File: src/design/cubic_bezier_midpoint_subdivider_defines.svh
// Assertion macros used by the subdivider datapath.
// No dependencies; clk and rst_n must be in scope where a macro is used.
`ifndef CUBIC_BEZIER_MIDPOINT_SUBDIVIDER_DEFINES_SVH
`define CUBIC_BEZIER_MIDPOINT_SUBDIVIDER_DEFINES_SVH

// Consequent must hold in the same cycle as the antecedent.
`define CBMS_ASSERT_SAME(label, ante, cons, msg) \
    label: assert property (@(posedge clk) disable iff (!rst_n) (ante) |-> (cons)) \
        else $error(msg);

// Consequent must hold in the cycle after the antecedent.
`define CBMS_ASSERT_NEXT(label, ante, cons, msg) \
    label: assert property (@(posedge clk) disable iff (!rst_n) (ante) |=> (cons)) \
        else $error(msg);

`endif

File: src/design/cbms_pkg.sv
// Shared types and constants for the cubic Bezier midpoint subdivider.
// No dependencies; imported by the controller, the datapath and the top level.
`timescale 1ns / 1ps
`default_nettype none

package cbms_pkg;

    localparam int NCOORD     = 12;
    localparam int LEVEL_W    = 3;
    localparam int OUT_W      = 32;
    localparam int INDEX_W    = 6;
    localparam int CFG_DATA_W = 32;
    localparam int CFG_ADDR_W = 3;

    // Word index of the depth register (byte address 0)
    localparam logic REG_IDX_DEPTH = 1'b0;

    localparam logic [LEVEL_W-1:0] DEPTH_RESET = 3'd3;

    typedef enum logic [2:0] {
        ST_IDLE,
        ST_FIRST,
        ST_NODE,
        ST_MID2,
        ST_MID3
    } ctrl_state_t;

    typedef struct packed {
        logic load;
        logic emit_first;
        logic emit_end;
        logic stage1;
        logic stage2;
        logic push;
        logic pop;
    } dp_cmd_t;

    typedef struct packed {
        logic level_zero;
        logic stack_empty;
        logic out_free;
    } dp_status_t;

endpackage

`default_nettype wire

File: src/design/cbms_ctrl.sv
// Controller state machine of the subdivider.
// Depends on cbms_pkg; drives the datapath through dp_cmd_t, reads dp_status_t.
`timescale 1ns / 1ps
`default_nettype none

module cbms_ctrl (
    input  logic                 clk,
    input  logic                 rst_n,
    input  logic                 in_valid,
    output logic                 in_ready,
    input  cbms_pkg::dp_status_t status,
    output cbms_pkg::dp_cmd_t    cmd
);
    import cbms_pkg::*;

    ctrl_state_t state_reg;
    ctrl_state_t state_next;

    always_ff @(posedge clk or negedge rst_n)
    begin
        if (!rst_n)
        begin
            state_reg <= ST_IDLE;
        end
        else
        begin
            state_reg <= state_next;
        end
    end

    always_comb
    begin
        state_next = state_reg;
        case (state_reg)
            ST_IDLE:
            begin
                if (in_valid)
                begin
                    state_next = ST_FIRST;
                end
            end
            ST_FIRST:
            begin
                if (status.out_free)
                begin
                    state_next = ST_NODE;
                end
            end
            ST_NODE:
            begin
                if (!status.level_zero)
                begin
                    state_next = ST_MID2;
                end
                else if (status.out_free && status.stack_empty)
                begin
                    state_next = ST_IDLE;
                end
            end
            ST_MID2:
            begin
                state_next = ST_MID3;
            end
            ST_MID3:
            begin
                state_next = ST_NODE;
            end
            default:
            begin
                state_next = ST_IDLE;
            end
        endcase
    end

    always_comb
    begin
        cmd      = '0;
        in_ready = 1'b0;
        case (state_reg)
            ST_IDLE:
            begin
                in_ready = 1'b1;
                cmd.load = in_valid;
            end
            ST_FIRST:
            begin
                cmd.emit_first = status.out_free;
            end
            ST_NODE:
            begin
                if (!status.level_zero)
                begin
                    cmd.stage1 = 1'b1;
                end
                else if (status.out_free)
                begin
                    // leaf: emit its end point and resume the next pending half
                    cmd.emit_end = 1'b1;
                    cmd.pop      = !status.stack_empty;
                end
            end
            ST_MID2:
            begin
                cmd.stage2 = 1'b1;
            end
            ST_MID3:
            begin
                cmd.push = 1'b1;
            end
            default:
            begin
                cmd = '0;
            end
        endcase
    end

endmodule

`default_nettype wire

File: src/design/cbms_dp.sv
// Datapath of the subdivider: working segment, midpoint stages, segment stack,
// point counter and output register. Depends on cbms_pkg and the defines header.
`timescale 1ns / 1ps
`default_nettype none
`include "cubic_bezier_midpoint_subdivider_defines.svh"

module cbms_dp #(
    parameter int MAX_DEPTH  = 5,
    parameter int COORD_BITS = 32
) (
    input  logic                                                clk,
    input  logic                                                rst_n,
    input  cbms_pkg::dp_cmd_t                                   cmd,
    output cbms_pkg::dp_status_t                                status,
    input  logic [cbms_pkg::LEVEL_W-1:0]                        run_depth,
    input  logic [cbms_pkg::NCOORD-1:0][COORD_BITS-1:0]         in_seg,
    output logic                                                out_valid,
    input  logic                                                out_ready,
    output logic signed [cbms_pkg::OUT_W-1:0]                   point_x,
    output logic signed [cbms_pkg::OUT_W-1:0]                   point_y,
    output logic signed [cbms_pkg::OUT_W-1:0]                   point_z,
    output logic [cbms_pkg::INDEX_W-1:0]                        point_index,
    output logic                                                last
);
    import cbms_pkg::*;

    localparam int STACK_AW = (MAX_DEPTH > 1) ? $clog2(MAX_DEPTH) : 1;
    localparam int SP_W     = $clog2(MAX_DEPTH + 1);
    localparam int CNT_W    = MAX_DEPTH + 1;

    typedef logic [NCOORD-1:0][COORD_BITS-1:0] seg_t;
    typedef logic [2:0][COORD_BITS-1:0]        vec3_t;

    // Floor of (a + b) / 2 on the full one-bit-wider sum
    function automatic logic [COORD_BITS-1:0] midpoint(input logic [COORD_BITS-1:0] a,
                                                       input logic [COORD_BITS-1:0] b);
        logic [COORD_BITS:0] sum;
        sum = {a[COORD_BITS-1], a} + {b[COORD_BITS-1], b};
        return sum[COORD_BITS:1];
    endfunction

    // Raw coordinate bits, truncated or zero-extended to the output width
    function automatic logic [OUT_W-1:0] to_out(input logic [COORD_BITS-1:0] v);
        logic [COORD_BITS+OUT_W-1:0] ext;
        ext = {{OUT_W{1'b0}}, v};
        return ext[OUT_W-1:0];
    endfunction

    seg_t                     seg_reg;
    logic [LEVEL_W-1:0]       level_reg;
    logic [SP_W-1:0]          sp_reg;
    logic [CNT_W-1:0]         count_reg;
    vec3_t                    m1_reg, m2_reg, m3_reg;
    vec3_t                    m12_reg, m23_reg;
    vec3_t                    m1_next, m2_next, m3_next;
    vec3_t                    m12_next, m23_next;
    vec3_t                    cp;
    seg_t                     left_seg, right_seg;
    seg_t                     stack_mem [MAX_DEPTH];
    logic [LEVEL_W-1:0]       lev_mem   [MAX_DEPTH];

    logic                     out_valid_reg;
    logic [OUT_W-1:0]         point_x_reg, point_y_reg, point_z_reg;
    logic [INDEX_W-1:0]       point_index_reg;
    logic                     last_reg;

    logic [SP_W-1:0]          sp_dec;
    logic [STACK_AW-1:0]      push_idx, pop_idx;
    logic [LEVEL_W-1:0]       level_dec;
    logic                     emit;
    logic                     last_flag;
    vec3_t                    emit_pt;

    always_comb
    begin
        for (int a = 0; a < 3; a++)
        begin
            m1_next[a]  = midpoint(seg_reg[a],     seg_reg[3 + a]);
            m2_next[a]  = midpoint(seg_reg[3 + a], seg_reg[6 + a]);
            m3_next[a]  = midpoint(seg_reg[6 + a], seg_reg[9 + a]);
            m12_next[a] = midpoint(m1_reg[a], m2_reg[a]);
            m23_next[a] = midpoint(m2_reg[a], m3_reg[a]);
            cp[a]       = midpoint(m12_reg[a], m23_reg[a]);

            left_seg[a]      = seg_reg[a];
            left_seg[3 + a]  = m1_reg[a];
            left_seg[6 + a]  = m12_reg[a];
            left_seg[9 + a]  = cp[a];

            right_seg[a]     = cp[a];
            right_seg[3 + a] = m23_reg[a];
            right_seg[6 + a] = m3_reg[a];
            right_seg[9 + a] = seg_reg[9 + a];

            emit_pt[a] = cmd.emit_first ? seg_reg[a] : seg_reg[9 + a];
        end
    end

    assign sp_dec    = sp_reg - SP_W'(1);
    assign push_idx  = sp_reg[STACK_AW-1:0];
    assign pop_idx   = sp_dec[STACK_AW-1:0];
    assign level_dec = level_reg - LEVEL_W'(1);
    assign emit      = cmd.emit_first | cmd.emit_end;
    assign last_flag = (count_reg == (CNT_W'(1) << run_depth));

    // Fields in declaration order: level_zero, stack_empty, out_free
    assign status = {(level_reg == '0), (sp_reg == '0), (!out_valid_reg || out_ready)};

    // Midpoint stages
    always_ff @(posedge clk)
    begin
        if (cmd.stage1)
        begin
            m1_reg <= m1_next;
            m2_reg <= m2_next;
            m3_reg <= m3_next;
        end
        if (cmd.stage2)
        begin
            m12_reg <= m12_next;
            m23_reg <= m23_next;
        end
    end

    // Segment stack write port: right half waits here
    always_ff @(posedge clk)
    begin
        if (cmd.push)
        begin
            stack_mem[push_idx] <= right_seg;
            lev_mem[push_idx]   <= level_dec;
        end
    end

    // Working segment: load, descend into left half, or pop the stack
    always_ff @(posedge clk)
    begin
        if (cmd.load)
        begin
            seg_reg   <= in_seg;
            level_reg <= run_depth;
        end
        else if (cmd.push)
        begin
            seg_reg   <= left_seg;
            level_reg <= level_dec;
        end
        else if (cmd.pop)
        begin
            seg_reg   <= stack_mem[pop_idx];
            level_reg <= lev_mem[pop_idx];
        end
    end

    always_ff @(posedge clk or negedge rst_n)
    begin
        if (!rst_n)
        begin
            sp_reg        <= '0;
            count_reg     <= '0;
            out_valid_reg <= 1'b0;
        end
        else
        begin
            if (cmd.load)
            begin
                sp_reg <= '0;
            end
            else if (cmd.push)
            begin
                sp_reg <= sp_reg + SP_W'(1);
            end
            else if (cmd.pop)
            begin
                sp_reg <= sp_dec;
            end

            if (cmd.load)
            begin
                count_reg <= '0;
            end
            else if (emit)
            begin
                count_reg <= count_reg + CNT_W'(1);
            end

            if (emit)
            begin
                out_valid_reg <= 1'b1;
            end
            else if (out_ready)
            begin
                out_valid_reg <= 1'b0;
            end
        end
    end

    always_ff @(posedge clk)
    begin
        if (emit)
        begin
            point_x_reg     <= to_out(emit_pt[0]);
            point_y_reg     <= to_out(emit_pt[1]);
            point_z_reg     <= to_out(emit_pt[2]);
            point_index_reg <= INDEX_W'(count_reg);
            last_reg        <= last_flag;
        end
    end

    assign out_valid   = out_valid_reg;
    assign point_x     = $signed(point_x_reg);
    assign point_y     = $signed(point_y_reg);
    assign point_z     = $signed(point_z_reg);
    assign point_index = point_index_reg;
    assign last        = last_reg;

    `CBMS_ASSERT_SAME(a_sp_bound, 1'b1, sp_reg <= SP_W'(MAX_DEPTH), "segment stack overflow")
    `CBMS_ASSERT_SAME(a_no_overwrite, out_valid_reg && !out_ready, !emit, "held point overwritten")
    `CBMS_ASSERT_SAME(a_pop_nonempty, cmd.pop, sp_reg != '0, "pop from empty segment stack")
    `CBMS_ASSERT_SAME(a_last_drained, cmd.emit_end && last_flag, sp_reg == '0,
                      "last point emitted with segments pending")

endmodule

`default_nettype wire

File: src/design/cubic_bezier_midpoint_subdivider.sv
// Cubic Bezier subdivider top level: APB depth register, controller, datapath.
// Depends on cbms_pkg, cbms_ctrl and cbms_dp.
//
// One input transaction carries the four 3-D control points of a cubic Bezier
// curve (signed Q16.16 at the default width). The block splits the curve by de
// Casteljau midpoints depth times and returns 2^depth + 1 output transactions:
// the start point, every split point in order along the curve, and the end
// point, with point_index counting from zero and last set on the end point.
// Each midpoint is the full one-bit-wider sum shifted right, so it rounds
// toward negative infinity and never overflows. Depth comes from the register
// at byte address 0 (reset 3); values above MAX_DEPTH act as MAX_DEPTH, and
// depth zero yields just the two end points. Write depth only while idle.
// Order of work: the curve is taken, the start point is emitted, each split runs
// the midpoint tree (registered over three levels, with the right half pushed on
// the segment stack), and each leaf emits its end point and pops the next
// pending half from the stack; start and leaf points wait while the output
// register is full. in_ready is high only between curves; the final point may
// still sit in the output register while the next curve is taken. The segment
// stack holds MAX_DEPTH halves and needs no clearing pass.
`timescale 1ns / 1ps
`default_nettype none

module cubic_bezier_midpoint_subdivider #(
    parameter int MAX_DEPTH  = 5,
    parameter int COORD_BITS = 32
) (
    input  logic                                  clk,
    input  logic                                  rst_n,
    // configuration port
    input  logic                                  psel,
    input  logic                                  penable,
    input  logic                                  pwrite,
    input  logic [cbms_pkg::CFG_ADDR_W-1:0]       paddr,
    input  logic [cbms_pkg::CFG_DATA_W-1:0]       pwdata,
    output logic [cbms_pkg::CFG_DATA_W-1:0]       prdata,
    output logic                                  pready,
    // curve input
    input  logic                                  in_valid,
    output logic                                  in_ready,
    input  logic signed [COORD_BITS-1:0]          p0_x,
    input  logic signed [COORD_BITS-1:0]          p0_y,
    input  logic signed [COORD_BITS-1:0]          p0_z,
    input  logic signed [COORD_BITS-1:0]          p1_x,
    input  logic signed [COORD_BITS-1:0]          p1_y,
    input  logic signed [COORD_BITS-1:0]          p1_z,
    input  logic signed [COORD_BITS-1:0]          p2_x,
    input  logic signed [COORD_BITS-1:0]          p2_y,
    input  logic signed [COORD_BITS-1:0]          p2_z,
    input  logic signed [COORD_BITS-1:0]          p3_x,
    input  logic signed [COORD_BITS-1:0]          p3_y,
    input  logic signed [COORD_BITS-1:0]          p3_z,
    // point output
    output logic                                  out_valid,
    input  logic                                  out_ready,
    output logic signed [cbms_pkg::OUT_W-1:0]     point_x,
    output logic signed [cbms_pkg::OUT_W-1:0]     point_y,
    output logic signed [cbms_pkg::OUT_W-1:0]     point_z,
    output logic [cbms_pkg::INDEX_W-1:0]          point_index,
    output logic                                  last
);
    import cbms_pkg::*;

    logic [LEVEL_W-1:0]                 depth_reg;
    logic [LEVEL_W-1:0]                 run_depth;
    logic                               cfg_write;
    logic                               hit_depth;
    logic [NCOORD-1:0][COORD_BITS-1:0]  in_seg;
    dp_cmd_t                            cmd;
    dp_status_t                         status;

    // Register is selected by word index; byte offset bits are ignored
    assign hit_depth = (paddr[CFG_ADDR_W-1] == REG_IDX_DEPTH);
    assign cfg_write = psel && penable && pwrite && pready;
    assign pready    = 1'b1;
    assign prdata    = hit_depth ? CFG_DATA_W'(depth_reg) : '0;

    always_ff @(posedge clk or negedge rst_n)
    begin
        if (!rst_n)
        begin
            depth_reg <= DEPTH_RESET;
        end
        else if (cfg_write && hit_depth)
        begin
            depth_reg <= pwdata[LEVEL_W-1:0];
        end
    end

    // Saturate the requested depth to what the stack can hold
    assign run_depth = (depth_reg > LEVEL_W'(MAX_DEPTH)) ? LEVEL_W'(MAX_DEPTH) : depth_reg;

    // Coordinate slots: p0 in 0..2, p1 in 3..5, p2 in 6..8, p3 in 9..11
    assign in_seg = {p3_z, p3_y, p3_x, p2_z, p2_y, p2_x,
                     p1_z, p1_y, p1_x, p0_z, p0_y, p0_x};

    cbms_ctrl u_ctrl (
        .clk      (clk),
        .rst_n    (rst_n),
        .in_valid (in_valid),
        .in_ready (in_ready),
        .status   (status),
        .cmd      (cmd)
    );

    cbms_dp #(
        .MAX_DEPTH  (MAX_DEPTH),
        .COORD_BITS (COORD_BITS)
    ) u_dp (
        .clk         (clk),
        .rst_n       (rst_n),
        .cmd         (cmd),
        .status      (status),
        .run_depth   (run_depth),
        .in_seg      (in_seg),
        .out_valid   (out_valid),
        .out_ready   (out_ready),
        .point_x     (point_x),
        .point_y     (point_y),
        .point_z     (point_z),
        .point_index (point_index),
        .last        (last)
    );

endmodule

`default_nettype wire

File: config.mk
export PLATFORM = sky130hd
export DESIGN_NAME = cubic_bezier_midpoint_subdivider
export DESIGN_NICKNAME = d
export VERILOG_FILES = /design/src/design/cbms_pkg.sv /design/src/design/cbms_ctrl.sv /design/src/design/cbms_dp.sv /design/src/design/cubic_bezier_midpoint_subdivider.sv
export VERILOG_INCLUDE_DIRS = /design/src /design/src/design
export SDC_FILE = /design/constraint.sdc
export NUM_CORES = 2
export LEC_CHECK = 0
export BUFFER_PORTS_ARGS = -buffer_cell sky130_fd_sc_hd__buf_2
export CAP_MARGIN = 20
export CORE_AREA = 2 2 606 909
export DETAILED_ROUTE_END_ITERATION = 6
export DIE_AREA = 0 0 608 911
export GPL_ROUTABILITY_DRIVEN = 0
export PLACE_DENSITY = 0.35
export SLEW_MARGIN = 20
export SYNTH_ARGS = -nofsm -noshare
export SYNTH_HDL_FRONTEND = slang
export SYNTH_SLANG_ARGS = --single-unit
File: constraint.sdc
create_clock -name clk -period 50.8 [get_ports clk]
set_clock_uncertainty 0.15 [all_clocks]
set_input_delay 10.16 -clock clk [delete_from_list [all_inputs] [get_ports clk]]
set_output_delay 10.16 -clock clk [all_outputs]
set_load 0.02 [all_outputs]
==> metrics.md <==
| Metric | Value |
|---|---|
| Status | `finished, final reports clean` |
| Setup CP Type | `input port to output port` |
| Fin crit share | `41.1%` |
| Area growth from synthesis to layout | `16.7%` |
| Vias per inst | `4.80` |
| Post-CTS setup buffer count | `0` |
| Worst Path Required | `40.49 ns` |
| Port-buffer cells | `502` |
| Row Count | `333` |
| R2R Path End | `u_dp.seg_reg[185]` |
| Sequential-to-total area share from yosys stat | `64.4%` |
| CP arrival | `10.58 ns` |
| Die H | `911 um` |
| Sink Count | `2921` |
| Most common library cell in the layout ignoring fill and taps | `edfxtp_1` |
| Startpoint types | `input port` |
| Largest register FFs | `1920` |
| Reg2Reg Setup Slack | `44.97 ns` |
| DRT iter0 DRCs | `6348` |
| Final setup viols | `0` |
| DP Cell Count | `17200` |
| Ys Warns | `0` |
| Synth Cell Area | `0.136 mm^2` |
| Gr ovfl total | `0` |
| Fmax | `0.0479 GHz` |
| DRT Wirelength | `495000 um` |
| Slew margin rel. | `25.8%` |
| Largest net degree at the start of global routing | `141` |
| Max cap viols | `0` |
| CTS clk-pin slew, worst paths | `0.06 ns` |
| Commonest non-fill, non-tap cells in the layout | `edfxtp_1, nand2_1, a21oi_1` |
| Hold crit path type | `register to register` |
| WHS Path Cells | `0` |
| Worst-Skew Late Latency | `1.01 ns` |
| Setup TNS | `0 ns` |
| Fin. max-slew vios | `0` |
| Prevailing post-synth register cell | `edfxtp_1` |
| H-tree Lvls | `5` |
| Worst Tran Pin Value | `1.11 ns` |
| Drc violations | `0` |
| Synth Register Bits | `2921` |
| Design Area, Final | `0.159 mm^2` |
| Hold Slack | `0.379 ns` |
| Drt pass-1 iters | `5` |
| Via count | `85400` |
| Starting Density | `24.9%` |
| Area post-placement | `0.148 mm^2` |
| Full die area | `0.554 mm^2` |
| Total GRT Usage | `17.3%` |
| Drt wl/cell | `27.8 um` |
| Synth area leaders | `edfxtp_1, mux4_2, ha_1, a21oi_1, nand2_1` |
| Area share of the largest cell type after synthesis | `64.1%` |
| Setup crit end kind | `output port` |
| Max Root-Sink Buffers | `4` |
| Cts repair resizes | `0` |
| Number of flops mapped to enable cells by yosys | `2905` |
| RSZ-0062 raised after global routing | `false` |
| R2R depth | `11` |
| Routed Antenna Nets | `0` |
| TritonCTS clock tree | `built` |
| First-pass GRT wire length | `691000 um` |
| Syn Area/Cell | `14.1 um^2` |
| Final Non-Filler Cells | `17800` |
| Root buf cell | `clkbuf_16` |
| Nets@finish | `11300` |
| Hold buffers post-CTS | `0` |
| Final Hold Fails | `0` |
| Hpwl dp | `339000 um` |
| Initial antenna violation count | `71` |
| FFs w/ async S/R, synth | `0.548%` |
| Post-synth top area cell | `edfxtp_1` |
| Hold_sp | `u_dp.right_seg[327]` |
| Crit path time final | `20.89 ns` |
| Die X | `608 um` |
| Core area | `0.547 mm^2` |
| Reg-to-Reg Start | `u_dp.push_idx[0]` |
| Post-synth cell types | `93` |
| TritonCTS buffer count | `336` |
| CP Max Fanout | `4` |
| Fraction of layout cells with a size suffix above 1 | `16.3%` |
| Vias in the first global route | `89500` |
| # IOs | `564` |
| Mapped Cells | `9649` |
| Min-Delay Endpoint | `u_dp.stack_mem[3][327]` |
==> metal layers <==
metal  vias to the layer above  track usage, %  wire length [um]
met5                         -               0                85
li1                      38600               -                 -
met3                       622            1.99             18500
met1                     44100            21.5            206000
met4                        12            4.98             14900
met2                      2100            31.5            255000
==> synth_stat cells, types with 48 or more instances <==
| cell type | n |
|---|---|
| a211oi_1 | 48 |
| a21o_1 | 271 |
| a21oi_1 | 1008 |
| buf_1 | 69 |
| clkbuf_1 | 287 |
| edfxtp_1 | 2905 |
| ha_1 | 564 |
| inv_1 | 160 |
| mux2_2 | 101 |
| mux2i_1 | 102 |
| mux4_2 | 387 |
| nand2_1 | 1140 |
| nand2b_1 | 77 |
| nand3_1 | 127 |
| nand4_1 | 65 |
| nor2_1 | 294 |
| nor2b_1 | 72 |
| nor3_1 | 64 |
| o211ai_1 | 48 |
| o21a_1 | 66 |
| o21ai_0 | 627 |
| o21bai_1 | 89 |
| xnor2_1 | 340 |
| xor2_1 | 154 |
==> cell families after synthesis <==
logic type	after synthesis	synth area share (%)
AO/OA/AOI/OAI	2486	10.9
AND/OR/NAND/NOR	2027	6.58
adder cells (fa/ha/maj)	582	5.45
XOR/XNOR	494	3.18
other	2	0.00552
flip-flops	2921	64.4
buffers and inverters	547	1.59
multiplexers	590	7.99
==> worst max-delay path: stages <==
cell     delay [ns]
buf_2          0.12
nor2b_1        0.12
buf_2          0.18
==> metrics by stage <==
stage	setup WS, ns	util [%]
after floorplan	10.28	-
after global placement	29.92	27.0
after detailed placement	29.90	27.0
after CTS	29.90	29.1
after global routing	29.86	29.1
final	29.91	29.1
==> how the worst max path moves through the flow <==
| stage | from | endpoint | slack, ns | cells past startpoint |
|---|---|---|---|---|
| finish | paddr[2] | prdata[0] | 29.91 | 3 |
| CTS | paddr[2] | prdata[0] | 29.90 | 3 |
| floorplan | u_dp.push_idx[0] | u_dp.lev_mem[1][0] | 10.28 | 6 |
| detailed placement | paddr[2] | prdata[0] | 29.90 | 3 |
| global placement | paddr[2] | prdata[1] | 29.92 | 3 |
| global route | paddr[2] | prdata[0] | 29.86 | 3 |
==> area by class of cell <==
class | count | area (um^2)
diodes | 19 | 47.5
clock buffers | 394 | 8690
clock inverters | 218 | 2440
fillers | 55300 | 388000
inverters | 161 | 604
multi-input cells | 6209 | 46600
flip-flops and latches | 2921 | 87600
well taps | 7202 | 9010
repair buffers | 660 | 3900
Power is not shown: default switching activity piles up to over one toggle a cycle in this logic, so the estimate is an artifact.
